## src/mwf_pkg.sv

```systemverilog
`default_nettype none
package mwf_pkg;

  localparam int MAX_WINDOW_DEF = 5;
  localparam int MAX_WIDTH_DEF  = 1024;
  localparam int LANES_DEF      = 3;

  localparam int MAX_HEIGHT = 4096;
  localparam int ROW_W      = 12;
  localparam int COL_TAG_W  = 12;
  localparam int PIX_W      = 8;
  localparam int NCH_W      = 2;
  localparam int CFG_IDX_W  = 3;
  localparam int CFG_DATA_W = 13;

  localparam logic [CFG_IDX_W-1:0] CFG_IMG_W = 3'd0;
  localparam logic [CFG_IDX_W-1:0] CFG_IMG_H = 3'd1;
  localparam logic [CFG_IDX_W-1:0] CFG_WIN_W = 3'd2;
  localparam logic [CFG_IDX_W-1:0] CFG_WIN_H = 3'd3;
  localparam logic [CFG_IDX_W-1:0] CFG_NCH   = 3'd4;

  typedef struct packed {
    logic [ROW_W-1:0]     row;
    logic [COL_TAG_W-1:0] col;
    logic                 last;
    logic [NCH_W-1:0]     nch;
  } tag_t;

  function automatic logic [2:0] win_radius(input logic [2:0] v, input int maxw);
    int e;
    e = int'(v);
    if (e < 3) e = 3;
    if ((e % 2) == 0) e = e - 1;
    if (e > maxw) e = maxw;
    if ((e % 2) == 0) e = e - 1;
    return 3'(e / 2);
  endfunction

endpackage
`default_nettype wire

```

## src/mwf_bit_cell.sv

```systemverilog
`default_nettype none
module mwf_bit_cell import mwf_pkg::*; #(
  parameter int BIT   = 7,
  parameter int LANES = LANES_DEF,
  parameter int NV    = MAX_WINDOW_DEF * MAX_WINDOW_DEF,
  localparam int KW   = $clog2(NV + 1)
) (
  input  wire logic             clk_i,
  input  wire logic             rst_ni,
  input  wire logic             en_i,
  input  wire logic             valid_i,
  input  wire logic [PIX_W-1:0] val_i [LANES][NV],
  input  wire logic             act_i [LANES][NV],
  input  wire logic [KW-1:0]    k_i [LANES],
  input  wire logic [PIX_W-1:0] med_i [LANES],
  input  wire tag_t             tag_i,
  output logic                  valid_o,
  output logic [PIX_W-1:0]      val_o [LANES][NV],
  output logic                  act_o [LANES][NV],
  output logic [KW-1:0]         k_o [LANES],
  output logic [PIX_W-1:0]      med_o [LANES],
  output tag_t                  tag_o
);

  logic [KW-1:0]    z [LANES];
  logic             one [LANES];
  logic [PIX_W-1:0] med_n [LANES];

  always_comb begin
    for (int l = 0; l < LANES; l++) begin
      z[l] = '0;
      for (int n = 0; n < NV; n++) begin
        z[l] = z[l] + KW'(act_i[l][n] && !val_i[l][n][BIT]);
      end
      one[l] = !(k_i[l] < z[l]);
      med_n[l] = med_i[l];
      med_n[l][BIT] = one[l];
    end
  end

  always_ff @(posedge clk_i) begin
    if (en_i) begin
      val_o <= val_i;
      tag_o <= tag_i;
      for (int l = 0; l < LANES; l++) begin
        for (int n = 0; n < NV; n++) begin
          act_o[l][n] <= act_i[l][n] && (val_i[l][n][BIT] == one[l]);
        end
        k_o[l]   <= one[l] ? k_i[l] - z[l] : k_i[l];
        med_o[l] <= med_n[l];
      end
    end
  end

  always_ff @(posedge clk_i or negedge rst_ni) begin
    if (!rst_ni) begin
      valid_o <= 1'b0;
    end else if (en_i) begin
      valid_o <= valid_i;
    end
  end

endmodule
`default_nettype wire

```

## config.mk

```make
export PLATFORM = sky130hd
export DESIGN_NAME = mwf_bit_cell
export DESIGN_NICKNAME = d
export VERILOG_FILES = /design/src/mwf_pkg.sv /design/src/mwf_bit_cell.sv
export SDC_FILE = /design/constraint.sdc
export NUM_CORES = 1
export LEC_CHECK = 0
export BUFFER_PORTS_ARGS = -buffer_cell sky130_fd_sc_hd__buf_2
export CORE_AREA = 2 2 579 581
export DETAILED_ROUTE_END_ITERATION = 8
export DIE_AREA = 0 0 581 583
export PLACE_DENSITY_LB_ADDON = 0.08
export SYNTH_ARGS = -nofsm -noshare
export SYNTH_HDL_FRONTEND = slang
export SYNTH_SLANG_ARGS = --single-unit
```

## constraint.sdc

```tcl
create_clock -name clk_i -period 1 [get_ports clk_i]
set_input_delay 0.3 -clock clk_i [delete_from_list [all_inputs] [get_ports clk_i]]
set_output_delay 0.3 -clock clk_i [all_outputs]
set_load 0.005 [all_outputs]
```

## Word level (Yosys, flattened, before mapping)

Index checks and enable logic that the tools add are counted.

| word-level totals | value |
|---|---|
| bits in registers | 742 |
| output and inout bits | 742 |
| input bits | 745 |

| cells by class | value |
|---|---|
| reductions and logical operators | 228 |
| equality and inequality tests | 75 |
| mux-type cells | 3 |
| $lt $le $gt $ge | 3 |
| add/sub/neg operators | 75 |

Operators by type and width:

| cell | count |
|---|---|
| adder 5 x 1 -> 5 bit | 60 |
| logical AND 1 bit | 150 |
| zero test 1 bit | 78 |
| equality test 1 bit | 75 |
| adder 4 x 1 -> 5 bit | 3 |
| < comparator 5 bit | 3 |
| 2-to-1 mux 5 bit | 3 |
| subtractor 5 bit | 3 |
| adder 3 x 1 -> 4 bit | 3 |
| adder 2 x 1 -> 3 bit | 3 |
| adder 1 x 1 -> 2 bit | 3 |

## Logic depth before layout (Yosys ltp)

| logic depth | value |
|---|---|
| depth in word-level cells | 30 |
| gate-level depth with buffers | 22 |

## Worst setup path before layout

No wires, ideal clock.

| timing | value |
|---|---|
| kind | input to register |
| start point | in act_i[24] (netlist bit) |
| end point | reg act_o[24] (netlist bit) (data pin) |
| required time | 0.746 ns |
| cell stages on the path | 18 |
| buffers on the path | 1 |
| data arrival time | 5.352 ns |
| setup time | 0.254 ns |
| path slack | -4.606 ns |
| cell sequence | nor2b_1 > fa_1 > inv_1 > fa_1 > fa_1 > fa_1 > inv_1 > fa_1 > fa_1 > inv_1 > fa_1 > ha_1 > nor2b_1 > o31a_1 > o22a_2 > buf_6 > and3_1 > a21o_1 |

| between the ends | value |
|---|---|
| cells in the longest elaborated chain, start to end | 29 |

Ends and longest elaborated chain:

| item | line | RTL |
|---|---|---|
| start, declared | mwf_bit_cell.sv:13 | `input wire logic act_i [LANES][NV],` |
| logical AND 1 bit | mwf_bit_cell.sv:33 | `z[l] = z[l] + KW'(act_i[l][n] && !val_i[l][n][BIT]);` |
| adder 1 x 1 -> 2 bit | mwf_bit_cell.sv:33 |  |
| adder 2 x 1 -> 3 bit | mwf_bit_cell.sv:33 |  |
| adder 3 x 1 -> 4 bit | mwf_bit_cell.sv:33 |  |
| adder 4 x 1 -> 5 bit | mwf_bit_cell.sv:33 |  |
| adder 5 x 1 -> 5 bit (20 in a row) | mwf_bit_cell.sv:33 |  |
| < comparator 5 bit | mwf_bit_cell.sv:35 | `one[l] = !(k_i[l] < z[l]);` |
| zero test 1 bit | mwf_bit_cell.sv:35 |  |
| equality test 1 bit | mwf_bit_cell.sv:47 | `act_o[l][n] <= act_i[l][n] && (val_i[l][n][BIT] == one[l]);` |
| logical AND 1 bit * | mwf_bit_cell.sv:47 |  |
| end signal, assigned by index | mwf_bit_cell.sv:47 |  |
| end, declared | mwf_bit_cell.sv:19 | `output logic act_o [LANES][NV],` |

Every way passes the cells marked *; elsewhere a longest branch is shown, timed or not.
A chain may end at the register's enable or synchronous reset.

## Worst setup path after layout

| timing | value |
|---|---|
| start point | in val_i[543] (netlist bit) |
| end point | reg act_o[68] (netlist bit) (data pin) |

| between the ends | value |
|---|---|
| cells in the longest elaborated chain, start to end | 24 |

Ends and longest elaborated chain:

| item | line | RTL |
|---|---|---|
| start, declared | mwf_bit_cell.sv:12 | `input wire logic [PIX_W-1:0] val_i [LANES][NV],` |
| zero test 1 bit | mwf_bit_cell.sv:33 |  |
| logical AND 1 bit | mwf_bit_cell.sv:33 |  |
| adder 5 x 1 -> 5 bit (18 in a row) | mwf_bit_cell.sv:33 |  |
| < comparator 5 bit | mwf_bit_cell.sv:35 |  |
| zero test 1 bit | mwf_bit_cell.sv:35 |  |
| equality test 1 bit | mwf_bit_cell.sv:47 |  |
| logical AND 1 bit | mwf_bit_cell.sv:47 |  |

Every way passes these cells.

==> results.json <==
{
  "outcome": "finished, violations left",
  "violations": "negative hold slack, negative setup slack",
  "tns_ns": -906.19,
  "leakagePower_uw": 0.02248,
  "rows": 212,
  "hold_viol": 4,
  "synth_seq_area_share_pct": 84.26,
  "port_buffers": 1483,
  "path_class": "input pin to flip-flop",
  "dieHeight_um": 583,
  "htreeDepth": 3,
  "first_iter_violations": 869,
  "yosys-top-cells-count": "741 x edfxtp_1, 73 x inv_1, 57 x fa_1, 52 x o21ai_0, 48 x nand2b_1",
  "p_sw_share_pct": 32.24,
  "seq_power_share_pct": 31.6,
  "cp-startpoint": "val_i[543]",
  "avgSynthCellArea_um2": 20.70,
  "antenna_found_initial": 111,
  "dp_hpwl_um": 160200,
  "powerDensity_mw_per_mm2": 2270,
  "design.core.area_mm2": 0.3324,
  "syn_inst": 1277,
  "yosysWarnings": 0,
  "grt_pass1_wl_um": 248500,
  "cp.depth": 20,
  "max-clock-path-buffers": 4,
  "slew_headroom_pct": 41.97,
  "path_clk_slew_ns": 0.05,
  "path_buf_inv": 6,
  "min_from": "val_i[231]",
  "antenna_left": 0,
  "cts_tree": "done",
  "synthArstFlopShare_pct": 0.1348,
  "worst_ep_arrival_time_ns": 5.76,
  "required_ns": 1.69,
  "finalNetCount": 4751,
  "drv_slew": 0,
  "layout_setup_ws_ns": -4.066,
  "min_period_over_period_pct": 506.6,
  "cpLargestDelayFamily": "adder cells",
  "r2r_slack_ns": 0.24,
  "maxCapViolCount": 0,
  "cp-endpoint": "act_o[68]",
  "fin_skew_ns": 0,
  "peakVddDrop_v": 0.001499,
  "synth_edf_count": 741,
  "holdWs_ns": -0.2885,
  "tightest_slew_ns": 0.8676,
  "synth_cell_type_count": 45,
  "die_x_um": 581,
  "first_pass_iters": 6,
  "period_minus_slack_ns": 5.066,
  "totalWireLength_um": 194800,
  "post-synth-top-count-cell": "edfxtp_1",
  "p_switching_uw": 41010,
  "crit_path_max_fanout": 5,
  "areaGrowthSynthToFinish_pct": 111.9,
  "crit_top_cell": "fa_1",
  "grt_pass1_vias": 24530,
  "grt_usage_pct": 11.10,
  "slowest_stage": "fa_2",
  "start_util_pct": 7.954,
  "synth_top_area_share_pct": 84.17,
  "place_ws_ns": -5.222,
  "rsz0062_at_grt": "true",
  "cts_buffers": 112,
  "syn_area_mm2": 0.02644,
  "synth_area_leaders": "edfxtp_1 84%, fa_1 4.3%, ha_1 1.4%, nand2b_1 1.1%, inv_1 1.0%",
  "insertion_delay_ns": 0.79,
  "vias_per_cell": 2.700,
  "crit_chain": "buf_2, nand2b_2, fa_2, fa_1, fa_1, fa_1, inv_2, fa_1, fa_2, inv_2, fa_2, ha_4, nor2b_4, o211ai_4, a31oi_4, buf_12, buf_8, buf_16, o21ai_2, a21boi_1",
  "drive_gt1_share_pct": 53.09,
  "remaining_drc_errors": 0,
  "synth_nets": 2109,
  "r2r-end": "valid_o",
  "ios": 1487,
  "reg2reg_depth": 1,
  "root_buffer": "clkbuf_16",
  "internal_power_uw": 86200,
  "hp-class": "input pin to flip-flop",
  "power_frac_clock_pct": 30.9,
  "die_area_mm2": 0.3387,
  "combPwrFrac_pct": 37.5,
  "synth-seq-cells": 742,
  "critPathCaptureType": "flip-flop",
  "vias": 22760,
  "detail_route.wl_per_cell_um": 23.11,
  "synth_largest_area_cell": "edfxtp_1",
  "critPathMaxStageDelay_ns": 0.66,
  "gp_congestion": 0.7900,
  "r2r_start": "valid_o",
  "fmax_mhz": 197.4,
  "grt_max_degree": 35,
  "ys.flop_type": "edfxtp_1",
  "finalSetupViolCount": 1027,
  "cp-start-kind": "input pin",
  "cts.sinks": 742,
  "grt_overflow": 0
}
[final cells by class]
type / instances / area [µm²]
Clock buffer: 133 / 2882
Multi-Input combinational cell: 439 / 4664
Timing Repair Buffer: 2550 / 19740
Fill cell: 36940 / 276300
Tap cell: 4387 / 5489
Sequential cell: 742 / 22280
Inverter: 74 / 282.8
Antenna cell: 35 / 87.58
Clock inverter: 70 / 605.6
[per-stage QoR]
step	hold WS [ns]	util, %	total power [µW]	instances	area (µm²)
floorplan	0.004409	-	55830	1277	26760
global placement	0.1243	12.73	76100	7404	42300
detailed placement	0.1248	12.73	75720	7404	42300
global route	-0.3599	16.85	135500	8415	55990
CTS	-0.3968	16.68	129200	8386	55440
finish	-0.2885	16.86	127200	8430	56030
[layer usage]
layer / up-vias / global-route usage, % / wire length, µm
met5: - / 0.04252 / 455
met4: 70 / 3.802 / 6625
met3: 315 / 4.913 / 19690
met2: 1047 / 19.08 / 95250
met1: 11080 / 12.07 / 72790
li1: 10250 / - / -
[registers in the layout, indices dropped and copies added, names as in the netlist]
name / cells
val_o: 600
act_o: 75
tag_o: 27
med_o: 24
k_o: 15
valid_o: 1
[cell families after synthesis]
group | Yosys count | share of synthesized area [%]
muxes | 1 | 0.04259
xor gates and xnor gates | 21 | 0.6957
AOI/OAI and AO/OA | 141 | 3.446
and+or+nand+nor | 189 | 4.165
adders and majority gates | 87 | 5.736
buffers and inverters | 96 | 1.652
DFF | 742 | 84.26
[timing repair]
action | in CTS | in global routing
resized for setup | 504 | 130
endpoints found under the setup margin | 835 | 1027
gates cloned | 11 | 1
pin swaps | 42 | 41
hold buffers | 753 | 3
hold endpoints to repair | 763 | 8
setup buffers | 20 | 13
[how the worst min path moves through the flow]
stage	to	slack, ns	depth (start not counted)
floorplan	valid_o	0.004	0
global placement	valid_o	0.12	1
detailed placement	valid_o	0.12	1
CTS	val_o[231]	-0.40	1
global route	val_o[231]	-0.36	1
finish	val_o[231]	-0.29	1
[power by group through the flow]
stage	clock network, µW	logic, µW	registers, µW
after floorplan	0	15200	40700
after global placement	0	35500	40600
after detailed placement	0	35200	40600
after CTS	41800	47200	40300
after global routing	42500	52500	40500
final	39300	47700	40200
[cell usage in the layout, fill, tap and decap left out, types with 11 or more instances in the layout]
master | Yosys | layout
nor2b_1 | 33 | 19
nor2b_4 | 1 | 14
edfxtp_1 | 741 | 741
fa_1 | 57 | 45
xor2_1 | 11 | 11
or3_1 | 26 | 25
clkbuf_16 | 0 | 113
fa_2 | 0 | 12
a21o_1 | 17 | 17
clkinv_1 | 0 | 30
buf_6 | 9 | 240
dlygate4sd3_1 | 0 | 753
nand2b_1 | 48 | 31
nand2b_4 | 0 | 15
clkbuf_1 | 8 | 21
a21oi_2 | 1 | 17
o21ai_1 | 7 | 19
a21boi_1 | 25 | 22
inv_1 | 73 | 63
nand3_2 | 0 | 23
buf_12 | 0 | 59
o21ai_2 | 0 | 27
buf_2 | 4 | 1254
buf_4 | 1 | 229
clkinv_2 | 0 | 17
ha_1 | 30 | 25
diode_2 | 0 | 35
No activity file was read; power rests on OpenSTA's default activity.
